--- config.mk ---
export PLATFORM = sky130hd
export DESIGN_NAME = walsh_tone_detector_unit
export DESIGN_NICKNAME = d
export VERILOG_FILES = /design/src/rtl/core/wtd_pkg.sv /design/src/rtl/core/wtd_div.sv /design/src/rtl/core/walsh_tone_detector_unit.sv
export VERILOG_INCLUDE_DIRS = /design/src /design/src/rtl/core
export SDC_FILE = /design/constraint.sdc
export NUM_CORES = 2
export LEC_CHECK = 0
export BUFFER_PORTS_ARGS = -buffer_cell sky130_fd_sc_hd__buf_2
export CAP_MARGIN = 20
export CORE_MARGIN = 1
export CORE_UTILIZATION = 70
export CTS_CLUSTER_DIAMETER = 120
export DETAILED_ROUTE_END_ITERATION = 8
export GPL_TIMING_DRIVEN = 0
export MAX_ROUTING_LAYER = met4
export PLACE_DENSITY = 0.87
export SLEW_MARGIN = 20
export SYNTH_ARGS = -nofsm -noshare
export SYNTH_HDL_FRONTEND = slang
export SYNTH_SLANG_ARGS = --single-unit
--- constraint.sdc ---
create_clock -name clk -period 16.15 [get_ports clk]
set_input_delay 0.8075 -clock clk [delete_from_list [all_inputs] [get_ports clk]]
set_output_delay 0.8075 -clock clk [all_outputs]
set_load 0.01 [all_outputs]
--- src/rtl/core/assert_macros.svh ---
// Assertion helpers for the core RTL.
// Both sample on the rising edge of clk and are switched off while arst_n is low.
`ifndef ASSERT_MACROS_SVH
`define ASSERT_MACROS_SVH

// Check with a fixed failure message.
`define WTD_ASSERT(lbl, prop) \
	lbl: assert property (@(posedge clk) disable iff (!arst_n) (prop)) \
		else $error("wtd assertion failed");

// Check with a failure message given by the caller.
`define WTD_ASSERT_MSG(lbl, prop, msg) \
	lbl: assert property (@(posedge clk) disable iff (!arst_n) (prop)) \
		else $error(msg);

`endif

--- src/rtl/core/wtd_pkg.sv ---
package wtd_pkg;

	localparam int ACC_BITS  = 32;
	localparam int TS_W      = 16;
	localparam int H_W       = 15;
	localparam int THR_W     = 31;
	localparam int MAG_W     = 16;
	localparam int SQ_W      = 2 * MAG_W;
	localparam int STEP_W    = 4;
	localparam int DIV_W     = 16;
	localparam int DIV_CNT_W = 4;
	localparam int CFG_IDX_W = 1;

	localparam logic [TS_W-1:0]  PERIOD_RESET    = 16'd52304;
	localparam logic [THR_W-1:0] THRESHOLD_RESET = 31'd1673658368;

	// Register indexes of the configuration port.
	localparam logic [CFG_IDX_W-1:0] CFG_PERIOD    = 1'b0;
	localparam logic [CFG_IDX_W-1:0] CFG_THRESHOLD = 1'b1;

	// Input opcodes.
	localparam logic OP_EDGE       = 1'b0;
	localparam logic OP_PERIOD_END = 1'b1;

	typedef enum logic [3:0] {
		U_IDLE,
		U_ELAPSED,
		U_WALK,
		U_DIV,
		U_ODD,
		U_REM,
		U_LANE,
		U_ISEDGE,
		U_SUM,
		U_MAG,
		U_SQUARE,
		U_JUDGE,
		U_EDGE,
		U_CLEAR
	} uop_t;

	typedef logic [STEP_W-1:0] step_t;

	localparam step_t ST_IDLE    = 4'd0;
	localparam step_t ST_ELAPSED = 4'd1;
	localparam step_t ST_WALK    = 4'd2;
	localparam step_t ST_DIV     = 4'd3;
	localparam step_t ST_ODD     = 4'd4;
	localparam step_t ST_REM     = 4'd5;
	localparam step_t ST_LANE    = 4'd6;
	localparam step_t ST_ISEDGE  = 4'd7;
	localparam step_t ST_SUM     = 4'd8;
	localparam step_t ST_MAG     = 4'd9;
	localparam step_t ST_SQUARE  = 4'd10;
	localparam step_t ST_JUDGE   = 4'd11;
	localparam step_t ST_EDGE    = 4'd12;
	localparam step_t ST_CLEAR   = 4'd13;

	// One control word: the operation, the target taken when the operation's
	// condition holds, and the step that follows otherwise.
	typedef struct packed {
		uop_t  op;
		step_t jmp;
		step_t nxt;
	} ucode_t;

	function automatic ucode_t ucode_rom(input step_t s);
		ucode_t w;
		unique case (s)
			ST_IDLE:    w = '{op: U_IDLE,    jmp: ST_IDLE,   nxt: ST_ELAPSED};
			ST_ELAPSED: w = '{op: U_ELAPSED, jmp: ST_CLEAR,  nxt: ST_WALK};
			ST_WALK:    w = '{op: U_WALK,    jmp: ST_LANE,   nxt: ST_DIV};
			ST_DIV:     w = '{op: U_DIV,     jmp: ST_DIV,    nxt: ST_ODD};
			ST_ODD:     w = '{op: U_ODD,     jmp: ST_REM,    nxt: ST_REM};
			ST_REM:     w = '{op: U_REM,     jmp: ST_LANE,   nxt: ST_LANE};
			ST_LANE:    w = '{op: U_LANE,    jmp: ST_WALK,   nxt: ST_ISEDGE};
			ST_ISEDGE:  w = '{op: U_ISEDGE,  jmp: ST_EDGE,   nxt: ST_SUM};
			ST_SUM:     w = '{op: U_SUM,     jmp: ST_MAG,    nxt: ST_MAG};
			ST_MAG:     w = '{op: U_MAG,     jmp: ST_SQUARE, nxt: ST_SQUARE};
			ST_SQUARE:  w = '{op: U_SQUARE,  jmp: ST_JUDGE,  nxt: ST_JUDGE};
			ST_JUDGE:   w = '{op: U_JUDGE,   jmp: ST_JUDGE,  nxt: ST_IDLE};
			ST_EDGE:    w = '{op: U_EDGE,    jmp: ST_EDGE,   nxt: ST_IDLE};
			ST_CLEAR:   w = '{op: U_CLEAR,   jmp: ST_CLEAR,  nxt: ST_IDLE};
			default:    w = '{op: U_IDLE,    jmp: ST_IDLE,   nxt: ST_IDLE};
		endcase
		return w;
	endfunction

	typedef struct packed {
		logic start;
		logic run;
	} div_ctl_t;

	typedef struct packed {
		logic           last;
		logic           q_odd;
		logic [H_W-1:0] r;
	} div_stat_t;

endpackage

--- src/rtl/core/wtd_div.sv ---
module wtd_div
	import wtd_pkg::*;
(
	input  logic             clk,
	input  logic             arst_n,
	input  div_ctl_t         ctl,
	input  logic [DIV_W-1:0] dividend,
	input  logic [H_W-1:0]   divisor,
	output div_stat_t        stat
);

	// Restoring divider, one quotient bit per cycle. The quotient shifts into
	// the dividend register as the dividend bits shift out.
	logic [DIV_W-1:0]     quo_q;
	logic [DIV_W-1:0]     rem_q;
	logic [DIV_CNT_W-1:0] cnt_q;
	logic [DIV_W-1:0]     shifted;
	logic [DIV_W:0]       diff;

	assign shifted = {rem_q[DIV_W-2:0], quo_q[DIV_W-1]};
	assign diff    = {1'b0, shifted} - {2'b00, divisor};

	always_ff @(posedge clk or negedge arst_n) begin
		if (!arst_n) begin
			cnt_q <= '0;
		end else if (ctl.start) begin
			cnt_q <= '0;
		end else if (ctl.run) begin
			cnt_q <= cnt_q + 1'b1;
		end
	end

	always_ff @(posedge clk) begin
		if (ctl.start) begin
			quo_q <= dividend;
			rem_q <= '0;
		end else if (ctl.run) begin
			if (!diff[DIV_W]) begin
				rem_q <= diff[DIV_W-1:0];
				quo_q <= {quo_q[DIV_W-2:0], 1'b1};
			end else begin
				rem_q <= shifted;
				quo_q <= {quo_q[DIV_W-2:0], 1'b0};
			end
		end
	end

	assign stat.last  = (cnt_q == DIV_CNT_W'(DIV_W - 1));
	assign stat.q_odd = quo_q[0];
	assign stat.r     = rem_q[H_W-1:0];

endmodule

--- src/rtl/core/walsh_tone_detector_unit.sv ---
// Channel   Dir  Width  Contents
// s_axis    in   24+1   tdata: timer_value[15:0], level[16], zero pad; tuser: opcode
// m_axis    out  8      tdata: detected[0], window_cleared[1], zero pad
// cfg       in   1+31   cfg_index selects period (0) or threshold (1), cfg_data value
//
// One item is in work at a time. The divider runs once per reference
// whenever a span crosses a reference flip.
// After reset the state equals a fresh window; no clearing pass is needed.
// s_tready is high only while the sequencer waits in its idle step; a result
// waits in the output register and stalls the final step until it is taken.
`include "assert_macros.svh"

module walsh_tone_detector_unit
	import wtd_pkg::*;
(
	input  logic                 clk,
	input  logic                 arst_n,
	input  logic                 s_tvalid,
	output logic                 s_tready,
	input  logic [23:0]          s_tdata,   // timer_value[15:0], level[16], pad[23:17]
	input  logic                 s_tuser,   // opcode
	output logic                 m_tvalid,
	input  logic                 m_tready,
	output logic [7:0]           m_tdata,   // detected[0], window_cleared[1], pad[7:2]
	input  logic                 cfg_we,
	input  logic [CFG_IDX_W-1:0] cfg_index,
	input  logic [THR_W-1:0]     cfg_data
);

	// Configuration registers.
	logic [TS_W-1:0]  period_q;
	logic [THR_W-1:0] thr_q;

	// Sequencer.
	step_t  step_q;
	ucode_t uw;
	logic   cond;
	logic   in_acc;
	logic   out_free;
	logic   res_load;

	// Latched item.
	logic            opcode_q;
	logic            level_q;
	logic [TS_W-1:0] ts_q;

	// Detector state. Index 0 is the in-phase reference, index 1 the quadrature.
	logic [ACC_BITS-1:0] acc_q [2];
	logic [ACC_BITS-1:0] sum_q [2];
	logic                phase_q [2];
	logic [TS_W-1:0]     rem_q [2];
	logic [TS_W-1:0]     prev_timer_q;
	logic                edge_seen_q;

	// Working registers.
	logic [TS_W-1:0]  t_q;
	logic [H_W-1:0]   h_q;
	logic             lane_q;
	logic [MAG_W-1:0] mag_q [2];
	logic             big_q;
	logic [SQ_W-1:0]  sq_q [2];

	// Output register.
	logic m_tvalid_q;
	logic detected_q;
	logic cleared_q;

	// Shared divider.
	div_ctl_t  div_ctl;
	div_stat_t div_stat;

	// Datapath signals.
	logic                span_lvl;
	logic [TS_W-1:0]     walk_rem;
	logic [TS_W-1:0]     elapsed;
	logic [H_W-1:0]      half;
	logic                credit_en;
	logic [TS_W-1:0]     credit_amt;
	logic [ACC_BITS-1:0] credit_ext;
	logic [ACC_BITS-1:0] acc_credit;
	logic [ACC_BITS-1:0] mag_full [2];
	logic [SQ_W:0]       energy;
	logic                hit;

	assign in_acc   = s_tvalid && s_tready;
	assign out_free = !m_tvalid_q || m_tready;
	assign s_tready = (step_q == ST_IDLE);
	assign uw       = ucode_rom(step_q);

	// A finishing step loads a new result into the output register this cycle.
	assign res_load = out_free &&
		(uw.op == U_JUDGE || uw.op == U_EDGE || uw.op == U_CLEAR);

	// The span before an edge had the level opposite to the new one; at a period
	// end the level given is the level of the span itself.
	assign span_lvl = (opcode_q == OP_PERIOD_END) ? level_q : !level_q;
	assign walk_rem = rem_q[lane_q];

	// Ticks since the previous item, wrapping at the carrier period.
	always_comb begin
		if (ts_q < prev_timer_q) begin
			elapsed = ts_q + period_q - prev_timer_q;
		end else begin
			elapsed = ts_q - prev_timer_q;
		end
		half = period_q[TS_W-1:1];
		if (half == '0) begin
			half = H_W'(1);
		end
	end

	// Condition of the current control word; when it holds, the jump is taken.
	always_comb begin
		unique case (uw.op)
			U_IDLE:    cond = !in_acc;
			U_ELAPSED: cond = (opcode_q == OP_PERIOD_END) && !edge_seen_q;
			U_WALK:    cond = (t_q == '0) || (t_q < walk_rem);
			U_DIV:     cond = !div_stat.last;
			U_LANE:    cond = !lane_q;
			U_ISEDGE:  cond = (opcode_q == OP_EDGE);
			U_JUDGE,
			U_EDGE,
			U_CLEAR:   cond = !out_free;
			default:   cond = 1'b0;
		endcase
	end

	assign div_ctl.start = (uw.op == U_WALK) && !cond;
	assign div_ctl.run   = (uw.op == U_DIV);

	wtd_div u_div (
		.clk      (clk),
		.arst_n   (arst_n),
		.ctl      (div_ctl),
		.dividend (t_q - walk_rem),
		.divisor  (h_q),
		.stat     (div_stat)
	);

	// One credit per step into the accumulator of the active lane: ticks are
	// added while the span level matches the reference phase, subtracted else.
	always_comb begin
		credit_en  = 1'b0;
		credit_amt = '0;
		unique case (uw.op)
			U_WALK: begin
				credit_en  = (t_q != '0);
				credit_amt = (t_q < walk_rem) ? t_q : walk_rem;
			end
			U_ODD: begin
				credit_en  = div_stat.q_odd;
				credit_amt = {1'b0, h_q};
			end
			U_REM: begin
				credit_en  = (div_stat.r != '0);
				credit_amt = {1'b0, div_stat.r};
			end
			default: begin
				credit_en  = 1'b0;
			end
		endcase
		credit_ext = {{(ACC_BITS - TS_W){1'b0}}, credit_amt};
		if (span_lvl ^ phase_q[lane_q]) begin
			acc_credit = acc_q[lane_q] - credit_ext;
		end else begin
			acc_credit = acc_q[lane_q] + credit_ext;
		end
	end

	// Magnitudes of the signed sums. A magnitude of 2^16 or more always exceeds
	// the threshold, so only the low half goes on to the squarers.
	always_comb begin
		for (int i = 0; i < 2; i++) begin
			mag_full[i] = sum_q[i][ACC_BITS-1] ? (~sum_q[i] + 1'b1) : sum_q[i];
		end
		energy = {1'b0, sq_q[0]} + {1'b0, sq_q[1]};
		hit    = big_q || (energy >= {{(SQ_W + 1 - THR_W){1'b0}}, thr_q});
	end

	always_ff @(posedge clk or negedge arst_n) begin
		if (!arst_n) begin
			period_q     <= PERIOD_RESET;
			thr_q        <= THRESHOLD_RESET;
			step_q       <= ST_IDLE;
			opcode_q     <= OP_EDGE;
			level_q      <= 1'b0;
			ts_q         <= '0;
			acc_q[0]     <= '0;
			acc_q[1]     <= '0;
			sum_q[0]     <= '0;
			sum_q[1]     <= '0;
			phase_q[0]   <= 1'b0;
			phase_q[1]   <= 1'b0;
			rem_q[0]     <= PERIOD_RESET >> 1;
			rem_q[1]     <= PERIOD_RESET >> 2;
			prev_timer_q <= '0;
			edge_seen_q  <= 1'b0;
			t_q          <= '0;
			h_q          <= '0;
			lane_q       <= 1'b0;
			big_q        <= 1'b0;
			m_tvalid_q   <= 1'b0;
			detected_q   <= 1'b0;
			cleared_q    <= 1'b0;
		end else begin
			if (cfg_we) begin
				unique case (cfg_index)
					CFG_PERIOD:    period_q <= cfg_data[TS_W-1:0];
					CFG_THRESHOLD: thr_q    <= cfg_data;
					default:       thr_q    <= thr_q;
				endcase
			end

			if (m_tvalid_q && m_tready && !res_load) begin
				m_tvalid_q <= 1'b0;
			end

			step_q <= cond ? uw.jmp : uw.nxt;

			if (credit_en) begin
				acc_q[lane_q] <= acc_credit;
			end

			unique case (uw.op)
				U_IDLE: begin
					if (in_acc) begin
						ts_q     <= s_tdata[TS_W-1:0];
						level_q  <= s_tdata[TS_W];
						opcode_q <= s_tuser;
					end
				end
				U_ELAPSED: begin
					if (!cond) begin
						t_q          <= elapsed;
						h_q          <= half;
						prev_timer_q <= ts_q;
						lane_q       <= 1'b0;
					end
				end
				U_WALK: begin
					if (!cond) begin
						phase_q[lane_q] <= !phase_q[lane_q];
					end else if (t_q != '0) begin
						rem_q[lane_q] <= walk_rem - t_q;
					end
				end
				U_ODD: begin
					if (div_stat.q_odd) begin
						phase_q[lane_q] <= !phase_q[lane_q];
					end
				end
				U_REM: begin
					rem_q[lane_q] <= {1'b0, h_q} - {1'b0, div_stat.r};
				end
				U_LANE: begin
					lane_q <= 1'b1;
				end
				U_SUM: begin
					sum_q[0]    <= sum_q[0] + acc_q[0];
					sum_q[1]    <= sum_q[1] + acc_q[1];
					edge_seen_q <= 1'b0;
				end
				U_MAG: begin
					big_q <= (|mag_full[0][ACC_BITS-1:MAG_W]) ||
						(|mag_full[1][ACC_BITS-1:MAG_W]);
				end
				U_JUDGE: begin
					if (out_free) begin
						m_tvalid_q <= 1'b1;
						detected_q <= hit;
						cleared_q  <= 1'b0;
						if (!hit) begin
							sum_q[0] <= acc_q[0];
							sum_q[1] <= acc_q[1];
						end
					end
				end
				U_EDGE: begin
					if (out_free) begin
						m_tvalid_q  <= 1'b1;
						detected_q  <= 1'b0;
						cleared_q   <= 1'b0;
						edge_seen_q <= 1'b1;
					end
				end
				U_CLEAR: begin
					if (out_free) begin
						m_tvalid_q   <= 1'b1;
						detected_q   <= 1'b0;
						cleared_q    <= 1'b1;
						acc_q[0]     <= '0;
						acc_q[1]     <= '0;
						sum_q[0]     <= '0;
						sum_q[1]     <= '0;
						phase_q[0]   <= 1'b0;
						phase_q[1]   <= 1'b0;
						rem_q[0]     <= period_q >> 1;
						rem_q[1]     <= period_q >> 2;
						prev_timer_q <= '0;
					end
				end
				default: begin
					lane_q <= lane_q;
				end
			endcase
		end
	end

	// The squarers hold no control state, so they carry no reset.
	always_ff @(posedge clk) begin
		if (uw.op == U_MAG) begin
			mag_q[0] <= mag_full[0][MAG_W-1:0];
			mag_q[1] <= mag_full[1][MAG_W-1:0];
		end
		if (uw.op == U_SQUARE) begin
			sq_q[0] <= mag_q[0] * mag_q[0];
			sq_q[1] <= mag_q[1] * mag_q[1];
		end
	end

	assign m_tvalid = m_tvalid_q;
	assign m_tdata  = {6'b000000, cleared_q, detected_q};

	// An accepted beat always starts the program at its first working step.
	`WTD_ASSERT(a_accept_starts, in_acc |=> (step_q == ST_ELAPSED))

	// A result appears only from one of the three finishing steps.
	`WTD_ASSERT_MSG(a_result_source, $rose(m_tvalid_q) |->
		($past(step_q) == ST_JUDGE || $past(step_q) == ST_EDGE ||
		$past(step_q) == ST_CLEAR), "result raised outside a finishing step")

	// A cleared window never reports a detection at the same time.
	`WTD_ASSERT_MSG(a_flags_exclusive, m_tvalid_q |-> !(detected_q && cleared_q),
		"detected and window_cleared both set")

	// The divider hands over exactly when its last iteration completes.
	`WTD_ASSERT(a_div_handover, (step_q == ST_ODD) |-> $past(div_stat.last))

endmodule
=== Yosys cells after proc, flatten, opt, wreduce, memory -nomap -nowiden ===
Memory sizes are Yosys's and may differ from the RTL's.
Index checks and enable logic that the tools add are counted.

* Flip-flop bits (word level): 319
* RAM bits: 96
* Memory bits (read-only): 192
* Word-level logic and storage cells: 207
* Memories kept: 3

{| class="wikitable"
|+ Memory list
! name !! words !! width !! rd ports !! clocked after memory_dff !! write ports !! line !! text
|-
| (name not given) || 16 || 12 || 1 || 0 || 0 || wtd_pkg.sv:69 || <nowiki>unique case (s)</nowiki>
|-
| sq_q || 2 || 32 || 2 || 0 || 2 || walsh_tone_detector_unit.sv:61 || <nowiki>logic [SQ_W-1:0] sq_q [2];</nowiki>
|-
| mag_q || 2 || 16 || 2 || 0 || 2 || walsh_tone_detector_unit.sv:59 || <nowiki>logic [MAG_W-1:0] mag_q [2];</nowiki>
|}

* Add/sub/neg operators: 15
* Multiply operators: 2
* Magnitude comparators: 5
* Eq/ne operators: 25
* Mux-type cells: 69
* Bitwise logic cells: 7
* Reduce and logical (&&, ||, !) cells: 55

{| class="wikitable"
|+ Operator list
! cell !! count
|-
| $mux 64 || 6
|-
| $mux 32 || 10
|-
| $pmux 64 s3 || 1
|-
| $mux 16 || 10
|-
| $pmux 32 s3 || 1
|-
| $add 32x1->32 const B || 2
|-
| $add 32x32->32 || 2
|-
| $bwmux 32 || 2
|-
| $bwmux 64 || 1
|-
| $mul 16x16->32 || 2
|-
| $not 32->32 || 2
|-
| $sub 16x16->16 || 4
|-
| $pmux 16 s3 || 1
|-
| $add 32x32->33 || 1
|-
| $ge 33x31->1 || 1
|-
| $add 32x16->32 || 1
|-
| $demux 32 s1 || 1
|-
| $lt 16x16->1 || 2
|-
| $pmux 16 s2 || 1
|-
| $reduce_or 16->1 || 2
|-
| $sub 32x16->32 || 1
|-
| $mux 15 || 2
|-
| $eq 4x4->1 const B || 7
|-
| $mux 1 || 17
|-
| other kinds (38) || 98
|}

=== Longest topological paths before layout ===
* Word-level depth: 13
* Depth in mapped cells: 31
* Gate-level depth less buffers: 28

=== By module ===
From an unflattened synthesis, not the netlist that was laid out.

* Cell total of the unflattened synthesis: 5094
* Area, all modules: 45210.9 um^2

{| class="wikitable"
|+ By module, submodules not included
! module !! instances !! cells an instance !! area an instance (um^2)
|-
| walsh_tone_detector_unit || 1 || 4857 || 42902.4
|-
| wtd_div || 1 || 237 || 2308.5
|}

=== Worst setup path before layout ===
OpenSTA, ideal clock, no wires.

* Path kind: register to register
* Start: reg lane_q
* End: reg acc_q[62] in the netlist's numbering
* Data arrival time: 7.007 ns
* Data required time: 16.072 ns
* Slack: 9.065 ns
* Cell stages (with the launch flop): 32
* Period minus slack after synthesis: 7.085 ns
* Path through: dfrtp_1 > clkbuf_1 > clkbuf_1 > mux2_2 > ha_1 > fa_1 > nor2b_1 > o2111ai_1 > a21boi_0 > o2111ai_1 > a21o_1 > clkbuf_1 > a21oi_1 > o31ai_1 > nor4_1 > nor2b_1 > nand2_1 > nor2_1 > ha_1 > mux2i_1 > ha_1 > a21o_1 > a21o_1 > a21o_1 > a21oi_1 > o21ai_0 > a221oi_1 > o21ai_0 > o41ai_1 > xnor2_1 > nand2_1 > a21oi_1

* Longest elaborated chain between the ends: 13

{| class="wikitable"
|+ RTL lines
! element !! line !! text
|-
| from (decl) || walsh_tone_detector_unit.sv:58 || <nowiki>logic lane_q;</nowiki>
|-
| from (signal assigned) || walsh_tone_detector_unit.sv:303 || <nowiki>lane_q <= lane_q;</nowiki>
|-
| $not 1->2 (implied by the code) (*) || - ||
|-
| $mux 16 (implied by the code) (3 in series) || walsh_tone_detector_unit.sv:97 || <nowiki>assign walk_rem = rem_q[lane_q];</nowiki>
|-
| $lt 16x16->1 || walsh_tone_detector_unit.sv:148 || <nowiki>credit_amt = (t_q < walk_rem) ? t_q : walk_rem;</nowiki>
|-
| $mux 16 || walsh_tone_detector_unit.sv:148 ||
|-
| $pmux 16 s3 || walsh_tone_detector_unit.sv:145 || <nowiki>unique case (uw.op)</nowiki>
|-
| $add 32x16->32 or $sub 32x16->32 (tied branches) || walsh_tone_detector_unit.sv:166, walsh_tone_detector_unit.sv:164 ||
|-
| $mux 32 || walsh_tone_detector_unit.sv:163 || <nowiki>if (span_lvl ^ phase_q[lane_q]) begin</nowiki>
|-
| $bwmux 64 (*) || walsh_tone_detector_unit.sv:221 || <nowiki>acc_q[lane_q] <= acc_credit;</nowiki>
|-
| $mux 64 (*) || walsh_tone_detector_unit.sv:220 || <nowiki>if (credit_en) begin</nowiki>
|-
| $mux 64 || walsh_tone_detector_unit.sv:287 || <nowiki>if (out_free) begin</nowiki>
|-
| $mux 64 (*) || walsh_tone_detector_unit.sv:224 || <nowiki>unique case (uw.op)</nowiki>
|-
| to (signal, indexed assignment) || walsh_tone_detector_unit.sv:221 ||
|-
| to (decl) || walsh_tone_detector_unit.sv:48 || <nowiki>logic [ACC_BITS-1:0] acc_q [2];</nowiki>
|}

Every way passes the cells marked *; elsewhere a longest branch is shown, timed or not. The select of a mux whose other input is x is not followed.
A chain may end at the register's enable or synchronous reset.

=== Final worst setup path ===
Ends and elaborated chain as after synthesis.

==> flow_metrics.env <==
export IMPL_status="complete, no violations"
export IMPL_r2r_start="lane_q"
export IMPL_final_common_cell="inv_1"
export IMPL_cts_buffers=49
export IMPL_syn_to_final_growth_pct=7.25
export IMPL_ant_nets=0
export IMPL_maxCapViolations=0
export IMPL_io_pins=72
export IMPL_fin_nets=6039
export IMPL_crit_required_ns=16.70
export IMPL_drc=0
export IMPL_cp_slowest_cell="clkbuf_1"
export IMPL_synth_compound_area_frac=0.169
export IMPL_ys_seq_area_frac=0.243
export IMPL_yosys_warnings=0
export IMPL_cts_tree="yes"
export IMPL_track_usage=0.419
export IMPL_cp_max_fo=10
export IMPL_reg2reg_depth=31
export IMPL_critPathMaxStageDelay_ns=0.72
export IMPL_synth_top_family_by_area="adder cells"
export IMPL_placementRows=92
export IMPL_ys_ff_latch=413
export IMPL_setup_violations=0
export IMPL_period_share=0.577
export IMPL_gp_congestion=1.06
export IMPL_grt_overflow=0
export IMPL_dr_first_iter_drc_count=4458
export IMPL_relSlewSlack=0.258
export IMPL_synthTopCellsByArea="fa_1 (16%), dfrtp_1 (15%), ha_1 (13%), edfxtp_1 (7.4%), inv_1 (6.1%)"
export IMPL_clk_latency_ns=0.64
export IMPL_synthCells=5044
export IMPL_dpl_instance_area_sq_um=46200
export IMPL_wl_per_cell_microns=21.5
export IMPL_max_freq_mhz=107
export IMPL_hold_path_class="input port to async pin"
export IMPL_rsz0062_at_grt="false"
export IMPL_cts_max_path_buffers=3
export IMPL_drive_gt1_frac=0.0590
export IMPL_fillCellCount=4412
export IMPL_cts_sinks=413
export IMPL_die_height_microns=255
export IMPL_end_kind="flop"
export IMPL_yosys_area_top_type="fa_1"
export IMPL_vias=38400
export IMPL_regToRegSetupSlack_ns=6.83
export IMPL_setup_tns_final_ns=0
export IMPL_syn_avg_cell_area_sq_um=8.85
export IMPL_critical_path_class="flop to flop"
export IMPL_dp_cells=5959
export IMPL_final_cell_area_sq_um=47900
export IMPL_wl_microns=130000
export IMPL_timing_rr_end="acc_q[62]"
export IMPL_start_util=0.708
export IMPL_grt_pass1_vias=38400
export IMPL_first_pass_iters=9
export IMPL_worstMarginPinSlew_ns=1.11
export IMPL_synth_adder_area_share=0.287
export IMPL_cts_resized=0
export IMPL_synth_edf_count=110
export IMPL_fp_dieW_microns=255
export IMPL_synth_area_sq_um=44700
export IMPL_start_kind="flop"
export IMPL_synthSimpleGateAreaFrac=0.134
export IMPL_grt_pass1_wl_microns=205000
export IMPL_post_cts_repair_setup_buffers=0
export IMPL_drv_slew=0
export IMPL_mostFrequentLayoutCells="inv_1 (725), nand2_1 (542), ha_1 (461)"
export IMPL_port_buffers=58
export IMPL_synthMuxAreaShare=0.0307
export IMPL_yosysUniqueCellTypes=84
export IMPL_grt_max_degree=96
export IMPL_antenna_found_initial=1
export IMPL_final_core_util=0.759
export IMPL_synth_flop_cell="dfrtp_1"
export IMPL_cp_arrival_ns=9.87
export IMPL_viasPerCell=6.35
export IMPL_fp_dieArea_sq_um=64800
export IMPL_instances_no_fill=6052
export IMPL_coreArea_sq_um=63100
export IMPL_async_flop_share=0.697
export IMPL_period_minus_slack_ns=9.32
export IMPL_hold_violations=0
export IMPL_place_hpwl_microns=102000
export IMPL_fin_skew_ns=0.0338
export IMPL_clock_root_buffer="clkbuf_16"
export IMPL_h_tree_depth=2
export IMPL_clk_transition_reported_paths_ns=0.06
export IMPL_synth_xor_area_frac=0.0579
export IMPL_holdBufCountCts=0
export IMPL_yosysTopAreaCellShare=0.158
worst max-delay path: cells and delay by family (launching register included):
kind	cells	cell delay [ns]
AOI/OAI and AO/OA	15	3.68
buffers and inverters	5	2.02
and+or+nand+nor	5	1.36
adders and majority gates	3	0.85
muxes	2	0.78
DFF	1	0.32
xor gates and xnor gates	1	0.21
worst max-delay path by stage:
| stage | from | end | slack [ns] | cells past startpoint |
|---|---|---|---|---|
| after floorplan | lane_q | acc_q[62] | 9.06 | 31 |
| after global placement | lane_q | acc_q[30] | 7.17 | 31 |
| after global routing | lane_q | acc_q[30] | 6.20 | 31 |
| final | lane_q | acc_q[62] | 6.83 | 31 |
| after CTS | lane_q | acc_q[62] | 7.12 | 31 |
| after detailed placement | lane_q | acc_q[62] | 7.19 | 31 |
logic make-up after synthesis:
family | after synthesis
other | 1
multiplexers | 125
buffers and inverters | 916
flip-flops | 413
AO/OA/AOI/OAI | 1191
XOR/XNOR | 295
adder cells (fa/ha/maj) | 813
AND/OR/NAND/NOR | 1290
registers in the layout, summed over array words and instances (netlist names), 2 cells and up:
signal        count
acc_q            64
h_q              15
mag_q            32
period_q         16
phase_q           2
prev_timer_q     16
rem_q            32
sq_q             62
step_q            4
sum_q            64
t_q              16
thr_q            31
ts_q             16
u_div.cnt_q       4
u_div.quo_q      16
u_div.rem_q      15
cells in the mapped netlist (30+ instances only):
cell type  count
a21o_1       105
o21ai_0      283
ha_1         461
a22oi_1       54
nand2_1      542
mux2_2        95
xor2_1        92
inv_1        725
nor3_1        72
nand2b_1      38
nor2b_1       41
a21oi_1      328
nor2_1       248
dfrtp_1      263
clkbuf_1     170
o21a_1        36
edfxtp_1     110
o31ai_1       49
mux2i_1       30
xnor2_1      203
o21bai_1      46
and2_1       112
nand3_1       87
a31oi_1       46
a211oi_1      34
fa_1         352
metrics by stage:
stage | hold slack (ns) | setup WS, ns
floorplan | 0.444 | 9.06
finish | 0.0685 | 6.83
global route | 0.0942 | 6.20
detailed placement | 0.478 | 7.19
CTS | 0.0652 | 7.12
global placement | 0.458 | 7.17
cell type report:
type,instances,area (sq um),share of cell area
Multi-Input combinational cell,3720,30400,0.635
Sequential cell,413,10800,0.226
Inverter,727,2730,0.0570
Clock buffer,70,1430,0.0298
Tap cell,846,1060,0.0221
Buffer,189,741,0.0155
Timing Repair Buffer,64,458,0.00956
Clock inverter,21,241,0.00504
Antenna cell,2,5.00,0.000105
layer usage:
metal	vias up	routed length [microns]	track usage
met2	2056	59100	0.651
met5	-	0	-
met1	18500	50300	0.518
met4	0	7640	0.217
met3	493	13300	0.0874
li1	17400	-	-
Power is left out: the tool's default activity adds up to more than one toggle a clock period on the data nets, which glitch-free logic cannot reach.
